### config.mk
export PLATFORM = sky130hd
export DESIGN_NAME = iir_direct_form_filter_core
export DESIGN_NICKNAME = d
export VERILOG_FILES = /design/src/hdl/iirdf_pkg.sv /design/src/hdl/iirdf_ctrl.sv /design/src/hdl/iirdf_datapath.sv /design/src/hdl/iir_direct_form_filter_core.sv
export SDC_FILE = /design/constraint.sdc
export NUM_CORES = 2
export LEC_CHECK = 0
export ABC_AREA = 0
export BUFFER_PORTS_ARGS = -buffer_cell sky130_fd_sc_hd__clkbuf_2
export CAP_MARGIN = 5
export CELL_PAD_IN_SITES_DETAIL_PLACEMENT = 0
export CELL_PAD_IN_SITES_GLOBAL_PLACEMENT = 2
export CORE_MARGIN = 2
export CORE_UTILIZATION = 44
export CTS_BUF_LIST = sky130_fd_sc_hd__clkbuf_4 sky130_fd_sc_hd__clkbuf_8 sky130_fd_sc_hd__clkbuf_16
export CTS_CLUSTER_SIZE = 16
export DETAILED_ROUTE_END_ITERATION = 6
export HOLD_SLACK_MARGIN = 0.05
export PLACE_DENSITY_LB_ADDON = 0.12
export SKIP_CTS_REPAIR_TIMING = 1
export SLEW_MARGIN = 20
export SYNTH_ARGS = -nofsm -noshare
export SYNTH_HDL_FRONTEND = slang
export SYNTH_SLANG_ARGS = --single-unit
### constraint.sdc
create_clock -name clk -period 9.4 [get_ports clk]
set_input_delay 1.88 -clock clk [delete_from_list [all_inputs] [get_ports clk]]
set_output_delay 1.88 -clock clk [all_outputs]
set_load 0.03 [all_outputs]
### src/hdl/iirdf_pkg.sv
// ----------------------------------------------------------------------------
// iirdf_pkg
// shared types and constants of the direct-form-I iir filter core
// ----------------------------------------------------------------------------
`default_nettype none

package iirdf_pkg;

  // fixed field widths of the transaction payloads
  localparam int SAMPLE_W = 16;
  localparam int COEF_W   = 32;
  localparam int IDX_W    = 4;
  localparam int ORDER_W  = 3;
  localparam int ACC_W    = 64;
  localparam int PROD_W   = COEF_W + SAMPLE_W;

  // parameter defaults
  localparam int MAX_ORDER_DEF      = 6;
  localparam int COEF_FRAC_BITS_DEF = 24;

  // command field codes
  localparam logic CMD_FILTER = 1'b0;
  localparam logic CMD_LOAD   = 1'b1;

  typedef struct packed {
    logic                       cmd;
    logic signed [SAMPLE_W-1:0] sample_in;
    logic        [IDX_W-1:0]    coef_index;
    logic signed [COEF_W-1:0]   coef_value;
  } iirdf_in_t;

  typedef struct packed {
    logic signed [SAMPLE_W-1:0] sample_out;
    logic                       saturated;
    logic                       order_fault;
  } iirdf_out_t;

  // operand pair fed to the shared multiplier
  typedef enum logic [1:0] {
    OP_X0,   // b[0] * new sample
    OP_FB,   // a[k] * y history
    OP_FF    // b[k+1] * x history
  } iirdf_op_t;

  // controller to datapath commands
  typedef struct packed {
    logic               coef_we;
    logic               capture;
    logic               acc_clr;
    logic               mul_en;
    iirdf_op_t          op_sel;
    logic               load_out;
    logic               hist_shift;
    logic               fault;
    logic [ORDER_W-1:0] order;
  } iirdf_cmd_t;

  // datapath to controller status
  typedef struct packed {
    logic out_free;
  } iirdf_stat_t;

endpackage

`default_nettype wire

### src/hdl/iirdf_ctrl.sv
// ----------------------------------------------------------------------------
// iirdf_ctrl
// sequencer: steps the shared mac over the taps and hands off the result
// ----------------------------------------------------------------------------
`default_nettype none

module iirdf_ctrl #(
  parameter int MAX_ORDER = iirdf_pkg::MAX_ORDER_DEF,
  parameter int KW        = (MAX_ORDER > 1) ? $clog2(MAX_ORDER) : 1
) (
  input  wire logic                         clk,
  input  wire logic                         rst_n,
  input  wire logic                         in_valid,
  output logic                              in_ready,
  input  wire logic                         in_cmd,
  input  wire logic                         cfg_wr_en,
  input  wire logic [iirdf_pkg::ORDER_W-1:0] cfg_wr_data,
  input  wire iirdf_pkg::iirdf_stat_t        stat_i,
  output iirdf_pkg::iirdf_cmd_t              cmd_o,
  output logic [KW-1:0]                     tap_idx_o
);
  import iirdf_pkg::*;

  typedef enum logic [1:0] {
    S_IDLE,
    S_MAC,
    S_DRAIN,
    S_DONE
  } state_t;

  state_t             state_r, state_nxt;
  iirdf_op_t          op_r, op_nxt;
  logic [KW-1:0]      k_r, k_nxt;
  logic               fault_r, fault_nxt;
  logic [ORDER_W-1:0] order_r, order_nxt;

  logic in_fire;
  logic order_ok;
  logic last_tap;

  assign in_ready = (state_r == S_IDLE);
  assign in_fire  = in_valid && in_ready;
  assign order_ok = (order_r != '0) && (int'(order_r) <= MAX_ORDER);
  assign last_tap = (int'(k_r) == int'(order_r) - 1);

  always_comb begin
    state_nxt = state_r;
    op_nxt    = op_r;
    k_nxt     = k_r;
    fault_nxt = fault_r;
    order_nxt = cfg_wr_en ? cfg_wr_data : order_r;
    unique case (state_r)
      S_IDLE: begin
        if (in_fire && (in_cmd == CMD_FILTER)) begin
          k_nxt     = '0;
          op_nxt    = OP_X0;
          fault_nxt = !order_ok;
          state_nxt = order_ok ? S_MAC : S_DONE;
        end
      end
      S_MAC: begin
        unique case (op_r)
          OP_X0: op_nxt = OP_FB;
          OP_FB: op_nxt = OP_FF;
          OP_FF: begin
            op_nxt = OP_FB;
            if (last_tap) begin
              state_nxt = S_DRAIN;
            end else begin
              k_nxt = k_r + KW'(1);
            end
          end
          default: op_nxt = OP_FB;
        endcase
      end
      S_DRAIN: state_nxt = S_DONE;
      S_DONE: begin
        if (stat_i.out_free) begin
          state_nxt = S_IDLE;
        end
      end
      default: state_nxt = S_IDLE;
    endcase
  end

  always_ff @(posedge clk) begin
    if (!rst_n) begin
      state_r <= S_IDLE;
      op_r    <= OP_X0;
      k_r     <= '0;
      fault_r <= 1'b0;
      order_r <= '0;
    end else begin
      state_r <= state_nxt;
      op_r    <= op_nxt;
      k_r     <= k_nxt;
      fault_r <= fault_nxt;
      order_r <= order_nxt;
    end
  end

  always_comb begin
    cmd_o.coef_we    = in_fire && (in_cmd == CMD_LOAD);
    cmd_o.capture    = in_fire && (in_cmd == CMD_FILTER);
    cmd_o.acc_clr    = in_fire;
    cmd_o.mul_en     = (state_r == S_MAC);
    cmd_o.op_sel     = op_r;
    cmd_o.load_out   = (state_r == S_DONE) && stat_i.out_free;
    cmd_o.hist_shift = (state_r == S_DONE) && stat_i.out_free && !fault_r;
    cmd_o.fault      = fault_r;
    cmd_o.order      = order_r;
  end

  assign tap_idx_o = k_r;

endmodule

`default_nettype wire

### src/hdl/iirdf_datapath.sv
// ----------------------------------------------------------------------------
// iirdf_datapath
// coefficient and history registers, shared mac, rounding and output register
// ----------------------------------------------------------------------------
`default_nettype none

module iirdf_datapath #(
  parameter int MAX_ORDER      = iirdf_pkg::MAX_ORDER_DEF,
  parameter int COEF_FRAC_BITS = iirdf_pkg::COEF_FRAC_BITS_DEF,
  parameter int KW             = (MAX_ORDER > 1) ? $clog2(MAX_ORDER) : 1
) (
  input  wire logic                   clk,
  input  wire logic                   rst_n,
  input  wire iirdf_pkg::iirdf_in_t   in_data,
  input  wire iirdf_pkg::iirdf_cmd_t  cmd_i,
  input  wire logic [KW-1:0]          tap_idx_i,
  output iirdf_pkg::iirdf_stat_t      stat_o,
  output logic                        out_valid,
  input  wire logic                   out_ready,
  output iirdf_pkg::iirdf_out_t       out_data
);
  import iirdf_pkg::*;

  localparam int FW = $clog2(MAX_ORDER + 1);
  localparam logic signed [ACC_W-1:0] RND_HALF = ACC_W'(1) <<< (COEF_FRAC_BITS - 1);
  localparam logic signed [ACC_W-1:0] Y_MAX = ACC_W'((64'sd1 <<< (SAMPLE_W - 1)) - 64'sd1);
  localparam logic signed [ACC_W-1:0] Y_MIN = -Y_MAX - ACC_W'(1);

  logic signed [COEF_W-1:0]   fb_r [MAX_ORDER];
  logic signed [COEF_W-1:0]   ff_r [MAX_ORDER+1];
  logic signed [SAMPLE_W-1:0] xh_r [MAX_ORDER];
  logic signed [SAMPLE_W-1:0] yh_r [MAX_ORDER];

  logic signed [SAMPLE_W-1:0] x0_r;
  logic signed [PROD_W-1:0]   prod_r;
  logic                       prod_vld_r;
  logic signed [ACC_W-1:0]    acc_r;
  logic                       out_valid_r;
  iirdf_out_t                 out_data_r;

  logic signed [COEF_W-1:0]   op_coef;
  logic signed [SAMPLE_W-1:0] op_smp;
  logic [FW-1:0]              ff_idx;
  logic signed [ACC_W-1:0]    rnd;
  logic signed [ACC_W-1:0]    y_full;
  logic signed [SAMPLE_W-1:0] y_sat;
  logic                       y_clip;

  assign ff_idx = FW'(tap_idx_i) + FW'(1);

  // operand select for the shared multiplier
  always_comb begin
    unique case (cmd_i.op_sel)
      OP_X0: begin
        op_coef = ff_r[0];
        op_smp  = x0_r;
      end
      OP_FB: begin
        op_coef = fb_r[tap_idx_i];
        op_smp  = yh_r[tap_idx_i];
      end
      OP_FF: begin
        op_coef = ff_r[ff_idx];
        op_smp  = xh_r[tap_idx_i];
      end
      default: begin
        op_coef = '0;
        op_smp  = '0;
      end
    endcase
  end

  // round half up, arithmetic shift, saturate
  always_comb begin
    rnd    = acc_r + RND_HALF;
    y_full = rnd >>> COEF_FRAC_BITS;
    y_clip = 1'b0;
    y_sat  = SAMPLE_W'(y_full);
    if (y_full > Y_MAX) begin
      y_sat  = SAMPLE_W'(Y_MAX);
      y_clip = 1'b1;
    end else if (y_full < Y_MIN) begin
      y_sat  = SAMPLE_W'(Y_MIN);
      y_clip = 1'b1;
    end
  end

  // coefficient store
  always_ff @(posedge clk) begin
    if (!rst_n) begin
      for (int i = 0; i < MAX_ORDER; i++) begin
        fb_r[i] <= '0;
      end
      for (int i = 0; i <= MAX_ORDER; i++) begin
        ff_r[i] <= '0;
      end
    end else if (cmd_i.coef_we) begin
      for (int i = 0; i < MAX_ORDER; i++) begin
        if (int'(in_data.coef_index) == i) begin
          fb_r[i] <= in_data.coef_value;
        end
      end
      for (int i = 0; i <= MAX_ORDER; i++) begin
        if (int'(in_data.coef_index) == i + MAX_ORDER) begin
          ff_r[i] <= in_data.coef_value;
        end
      end
    end
  end

  // histories, only the first order entries move
  always_ff @(posedge clk) begin
    if (!rst_n) begin
      for (int i = 0; i < MAX_ORDER; i++) begin
        xh_r[i] <= '0;
        yh_r[i] <= '0;
      end
    end else if (cmd_i.hist_shift) begin
      xh_r[0] <= x0_r;
      yh_r[0] <= y_sat;
      for (int i = 1; i < MAX_ORDER; i++) begin
        if (i < int'(cmd_i.order)) begin
          xh_r[i] <= xh_r[i-1];
          yh_r[i] <= yh_r[i-1];
        end
      end
    end
  end

  // mac
  always_ff @(posedge clk) begin
    if (cmd_i.capture) begin
      x0_r <= in_data.sample_in;
    end
    if (cmd_i.mul_en) begin
      prod_r <= op_coef * op_smp;
    end
    if (cmd_i.acc_clr) begin
      acc_r <= '0;
    end else if (prod_vld_r) begin
      acc_r <= acc_r + ACC_W'(prod_r);
    end
  end

  always_ff @(posedge clk) begin
    if (!rst_n) begin
      prod_vld_r <= 1'b0;
    end else begin
      prod_vld_r <= cmd_i.mul_en;
    end
  end

  // output register
  always_ff @(posedge clk) begin
    if (!rst_n) begin
      out_valid_r <= 1'b0;
    end else if (cmd_i.load_out) begin
      out_valid_r <= 1'b1;
    end else if (out_ready) begin
      out_valid_r <= 1'b0;
    end
  end

  always_ff @(posedge clk) begin
    if (cmd_i.load_out) begin
      if (cmd_i.fault) begin
        out_data_r.sample_out  <= '0;
        out_data_r.saturated   <= 1'b0;
        out_data_r.order_fault <= 1'b1;
      end else begin
        out_data_r.sample_out  <= y_sat;
        out_data_r.saturated   <= y_clip;
        out_data_r.order_fault <= 1'b0;
      end
    end
  end

  assign stat_o.out_free = !out_valid_r || out_ready;
  assign out_valid       = out_valid_r;
  assign out_data        = out_data_r;

endmodule

`default_nettype wire

### src/hdl/iir_direct_form_filter_core.sv
// ----------------------------------------------------------------------------
// iir_direct_form_filter_core
// direct-form-I iir filter, order 1 to MAX_ORDER, one shared mac
// ----------------------------------------------------------------------------
// a cmd=0 transaction filters one 16-bit signed sample and yields one result
// transaction; a cmd=1 transaction loads one q8.24 coefficient (slots
// 0..MAX_ORDER-1 are feedback a[k], the next MAX_ORDER+1 are feedforward b[k],
// higher slots are dropped) and yields nothing. the accumulator is 64 bits,
// the sum is rounded half up, shifted right by COEF_FRAC_BITS and saturated to
// 16 bits, and that value also enters the output history. with filter_order
// outside 1..MAX_ORDER a sample gives output 0 with order_fault set and leaves
// both histories alone. one multiplier serves all 2n+1 taps, one per cycle;
// a sample holds off the next transaction until its result is in the output
// register, a faulted sample skips the taps and a coefficient load leaves the
// core idle. the result sits in an output register, so the next transaction
// is accepted while it waits; the core stalls only when a new result is ready
// and the previous one has not been taken. filter_order is to be written
// through cfg_wr_en/cfg_wr_data only while idle; the core does not enforce it.
// ----------------------------------------------------------------------------
`default_nettype none

module iir_direct_form_filter_core #(
  parameter int MAX_ORDER      = iirdf_pkg::MAX_ORDER_DEF,
  parameter int COEF_FRAC_BITS = iirdf_pkg::COEF_FRAC_BITS_DEF
) (
  input  wire logic                          clk,
  input  wire logic                          rst_n,
  // input transactions
  input  wire logic                          in_valid,
  output logic                               in_ready,
  input  wire iirdf_pkg::iirdf_in_t          in_data,
  // result transactions
  output logic                               out_valid,
  input  wire logic                          out_ready,
  output iirdf_pkg::iirdf_out_t              out_data,
  // filter_order register
  input  wire logic                          cfg_wr_en,
  input  wire logic [iirdf_pkg::ORDER_W-1:0] cfg_wr_data
);
  import iirdf_pkg::*;

  // width of the tap counter, indexes the history lines
  localparam int KW = (MAX_ORDER > 1) ? $clog2(MAX_ORDER) : 1;

  iirdf_cmd_t    cmd;
  iirdf_stat_t   stat;
  logic [KW-1:0] tap_idx;

  // sequencer: idle, mac over the taps, drain the product, hand off result
  iirdf_ctrl #(
    .MAX_ORDER (MAX_ORDER),
    .KW        (KW)
  ) u_ctrl (
    .clk         (clk),
    .rst_n       (rst_n),
    .in_valid    (in_valid),
    .in_ready    (in_ready),
    .in_cmd      (in_data.cmd),
    .cfg_wr_en   (cfg_wr_en),
    .cfg_wr_data (cfg_wr_data),
    .stat_i      (stat),
    .cmd_o       (cmd),
    .tap_idx_o   (tap_idx)
  );

  // coefficient and history storage, multiplier, accumulator, output stage
  iirdf_datapath #(
    .MAX_ORDER      (MAX_ORDER),
    .COEF_FRAC_BITS (COEF_FRAC_BITS),
    .KW             (KW)
  ) u_datapath (
    .clk       (clk),
    .rst_n     (rst_n),
    .in_data   (in_data),
    .cmd_i     (cmd),
    .tap_idx_i (tap_idx),
    .stat_o    (stat),
    .out_valid (out_valid),
    .out_ready (out_ready),
    .out_data  (out_data)
  );

endmodule

`default_nettype wire

# == Yosys cells after proc, flatten, opt, wreduce, memory -nomap -nowiden ==
# Memories as Yosys holds them, arrays and structs flattened. A register that Yosys moved wholly into a read port is not among the register bits.
# Cells that the tools add are included.
# op_classes
add_sub_neg,4
mul,1
order_cmp,8
n_eq_ne,23
muxes,129
bitwise,26
reduce_logical,20
# ops
cell,count
32-bit two-way mux,13
16-bit two-way mux,14
32-bit case mux with 3 select lines,1
1-bit two-way mux,81
"64-bit by 25-bit adder with 64-bit output, second input constant",1
64-bit by 48-bit adder with 64-bit output,1
32-bit by 16-bit multiplier with 48-bit output,1
16-bit case mux with 3 select lines,1
"40-bit by 16-bit > comparator with 1-bit output, second input constant",1
"40-bit by 16-bit < comparator with 1-bit output, second input constant",1
4-bit by 32-bit equality test with 1-bit output,1
"4-bit equality test, second input constant",8
3-bit two-way mux,9
1-bit bitwise OR,25
2-bit two-way mux,7
"4-bit by 3-bit equality test with 1-bit output, second input constant",3
"2-bit inequality test, second input constant",4
2-bit case mux with 4 select lines,1
4-bit AND reduction,2
"2-bit equality test, second input constant",3
1-bit logical AND,6
"2-bit by 3-bit < comparator with 1-bit output, first input constant",2
"3-bit < comparator, first input constant",2
3-bit case mux with 2 select lines,1
16 further kinds,22
# word_totals
regBits,159
ram_bits,608
in_bits,61
elab_cells,228
n_memories,4
# mem_list
name,depth,width,read_ports,rd_ports_with_merged_regs,wr,line_no,source
u_datapath.ff_r,7,32,2,0,7,iirdf_datapath.sv:30,logic signed [COEF_W-1:0] ff_r [MAX_ORDER+1];
u_datapath.fb_r,6,32,1,1,6,iirdf_datapath.sv:29,logic signed [COEF_W-1:0] fb_r [MAX_ORDER];
u_datapath.xh_r,6,16,6,1,6,iirdf_datapath.sv:31,logic signed [SAMPLE_W-1:0] xh_r [MAX_ORDER];
u_datapath.yh_r,6,16,6,1,6,iirdf_datapath.sv:32,logic signed [SAMPLE_W-1:0] yh_r [MAX_ORDER];

# == Depth between registers and ports, before layout ==
# depth
word_depth,8
depth_mapped,35
mapped_depth_nobuf,31

# == By module ==
# A second synthesis with hierarchy kept.
# hier_totals
cells_unflattened,5223
area_unflattened_um2,55175.4
# by_module_without_submodules
module,instances,cells_each,area_each_um2,seq_area_each_um2
iirdf_datapath,1,5140,54415.9,22041.1
iirdf_ctrl,1,83,759.5,220.2

# == Least setup slack after synthesis ==
# No wires, ideal clock.
# synth_path
kind,register -> register
startpoint,register (tool-made name)
endpoint,register u_datapath.prod_r[42] (data pin)
setup_ns,0.158
arrival_time_ns,7.926
required_time_ns,9.242
slack_ns,1.316
path_stages_with_launch,30
n_path_buf,3
synth_period_minus_slack_ns,8.084
path_cell_list,dfxtp_1 > buf_2 > buf_2 > mux4_2 > a22oi_1 > nor2_1 > nor2_1 > clkbuf_1 > nor2_1 > fa_1 > inv_1 > fa_1 > fa_1 > inv_1 > fa_1 > fa_1 > inv_1 > fa_1 > inv_1 > ha_1 > a21oi_1 > o21ai_1 > a21oi_1 > nand4b_1 > nor3b_1 > o31ai_4 > a41oi_2 > a21o_2 > mux2_4 > a211oi_2
# synth_lines
element,line_no,source
"end signal, assigned",iirdf_datapath.sv:136,prod_r <= op_coef * op_smp;
"end, declared",iirdf_datapath.sv:35,logic signed [PROD_W-1:0] prod_r;

==> qor.yml <==
timing.fmax_mhz: 113
final_core_util_pct: 48.9
synth_sequential_area_ratio_pct: 40.3
start_util_pct: 44.2
syn-cell-area_sq_um: 55300
period_needed_ps: 8850
run_status: "finished clean"
crit_required_ps: 9890
worst_hold_path_cells: 2
clock_tree.htree_level_count: 3
timing.setup.tns_ps: 0
slew_headroom_pct: 32.0
syn_area_per_cell_sq_um: 10.5
slew_violations: 0
final_net_count: 6064
first_global_vias: 38600
start_kind: "flop"
clk_latency_ps: 710
grt_setup_unrepaired: "false"
arrival_ps: 9330
worstHoldEndpoint: "u_datapath.acc_r[63]"
timing.critical_path.fanout_max: 30
antenna_left: 0
io_pins: 81
vias_after_detailed_routing: 38200
number_of_enable_flip_flop_cells_after_synthesis: 690
tritoncts_clock_tree: "yes"
post_synth_num_cell_types: 89
gp_congestion: 0.896
final_cell_count_no_fill: 7052
all_layer_gr_usage_pct: 25.5
clk_pin_slew_ps: 60
crit_slowest_cell: "sky130_fd_sc_hd__nor2_2"
final_common_cell: "sky130_fd_sc_hd__nor2_1"
placeable_core_region_sq_um: 125000
postSynth.asyncResetShare_pct: 0
worst_clock_skew_ps: 62.7
first_pass_grt_wire_length_mm: 246
routed_wirelength_mm: 163
synth.ff_latch_count: 770
wl_per_cell_um: 23.1
grt_remaining_overflow: 0
syn_nets: 6022
synthesis.yosys.warnings: 0
hp-start: "u_datapath.acc_r[63]"
critical-path-top-cell-by-count: "sky130_fd_sc_hd__fa_1"
cts_buffers: 87
buffers_added_on_ports: 80
detailed_place_hpwl_mm: 120
vias_per_cell: 5.41
timing.critical_path.to_type: "flop"
layout-drive-gt1-share_pct: 11.0
synthCells: 5287
row_count: 130
drc: 0
cts_root_buffer: "sky130_fd_sc_hd__clkbuf_16"
hold_violations: 0
clock_tree.buffer_depth: 3
dr.first_iter.drc_count: 3124
critical_path.reg2reg.endpoint: "u_datapath.prod_r[42]"
antenna_found_initial: 1
criticalPathCategory: "flop to flop"
die_h_um: 359
report.final.setup_viol: 0
reg2reg_setup_slack_ps: 550
die_area_sq_um: 129000
maxCapViolations: 0
mostFrequentLayoutCells: "888 x sky130_fd_sc_hd__nor2_1, 690 x sky130_fd_sc_hd__edfxtp_1, 679 x sky130_fd_sc_hd__inv_1"
timing.final.crit_share_pct: 94.1
largest_net_degree_at_the_start_of_global_routing: 69
flip_flop_cell_with_the_highest_count_after_synthesis: "sky130_fd_sc_hd__edfxtp_1"
cts_num_sinks: 770
die_width_um: 359
area_growth_pct: 10.6
dr.pass1.iters: 5
crit_path_max_incr_delay_ps: 670
min_delay_path_class: "flop to flop"
rr_worst_depth: 29
number_of_antenna_repair_diodes: 0
tightest_slew_ps: 1020
placed_insts: 6890
-- registers in the layout, indices dropped and copies added (netlist names), 16 cells and up, named ones only --
| signal | cells |
|---|---|
| u_datapath.prod_r | 48 |
| u_datapath.yh_r | 96 |
| u_datapath.x0_r | 16 |
| u_datapath.acc_r | 64 |
| u_datapath.out_data | 18 |
| u_datapath.ff_r | 224 |
| u_datapath.fb_r | 192 |
| u_datapath.xh_r | 96 |
-- synth_stat cells (all sizes together) (7+ instances only) --
cell type	instances	area [sq um]
fa	488	9770
xor2	40	350
buf	55	265
o22a	7	61.3
nor4	9	75.1
nor3	33	186
and4	7	63.8
or2	8	55.1
o21bai	21	158
o22ai	14	87.6
mux2	17	195
nor2	899	3370
nor2b	46	288
nand2b	14	95.1
and3	71	444
inv	679	2550
a21o	71	534
mux2i	152	1520
or3	9	56.3
a31oi	20	131
a21oi	246	1230
mux4	96	2160
dfxtp	80	1600
nand3	39	195
clkbuf	242	912
ha	186	2330
xnor2	95	832
nand4	44	309
o21ai	219	1110
o21a	33	248
a211oi	19	173
nand2	404	1520
and2	142	888
a22oi	21	158
edfxtp	690	20700
-- critical path, delay by kind of cell, from the launching register on --
| family | cells | cell delay [ps] |
|---|---|---|
| muxes | 2 | 680 |
| buffers and inverters | 7 | 1060 |
| DFF | 1 | 400 |
| AOI/OAI and AO/OA | 9 | 1730 |
| and+or+nand+nor | 4 | 1260 |
| adders and majority gates | 7 | 3460 |
-- cell type report --
| class | count | area (sq um) |
|---|---|---|
| Tap cell | 1650 | 2060 |
| Multi-Input combinational cell | 3541 | 29400 |
| Fill cell | 11700 | 64000 |
| Clock inverter | 44 | 533 |
| Sequential cell | 770 | 22300 |
| Timing Repair Buffer | 250 | 1850 |
| Inverter | 679 | 2550 |
| Clock buffer | 118 | 2480 |
-- layer usage --
metal | GRT usage, % | part of all wire [%] | vias to the layer above
met5 | 0 | 0 | -
met3 | 3.64 | 5.7 | 172
met4 | 5.59 | 2.1 | 0
met2 | 41.1 | 47 | 1094
met1 | 36.8 | 46 | 19200
li1 | - | - | 17700
-- stage by stage --
| step | instance area (sq um) | setup WS, ps | hold WS [ps] |
|---|---|---|---|
| after detailed placement | 58200 | 601 | 485 |
| after global routing | 61200 | 138 | 512 |
| after floorplan | 55300 | 1320 | 454 |
| after CTS | 61200 | 524 | 494 |
| final | 61200 | 553 | 484 |
| after global placement | 58200 | 661 | 465 |
-- worst max path at each step --
stage,from,endpoint,slack [ps],depth (start not counted)
finish,flop,u_datapath.prod_r[42],550,29
floorplan,flop,u_datapath.prod_r[42],1320,29
CTS,u_ctrl.tap_idx_o[1],u_datapath.prod_r[47],520,29
global route,u_ctrl.tap_idx_o[1],u_datapath.prod_r[42],140,30
detailed placement,u_ctrl.tap_idx_o[1],u_datapath.prod_r[47],600,29
global placement,u_ctrl.tap_idx_o[1],u_datapath.prod_r[47],660,29
-- cells by family (layout without fill, tap and decap cells) --
| kind of cell | after synthesis | after routing | share of synthesized area (%) |
|---|---|---|---|
| mux | 265 | 265 | 7.01 |
| buf+inv | 976 | 1091 | 6.73 |
| simple gates | 1744 | 1744 | 13.9 |
| compound gates | 723 | 723 | 7.99 |
| fa+ha+maj | 674 | 674 | 21.9 |
| xor+xnor | 135 | 135 | 2.14 |
| flops | 770 | 770 | 40.3 |
Power is left out: the tool's default activity adds up to more than one toggle a clock period on the data nets, which glitch-free logic cannot reach.
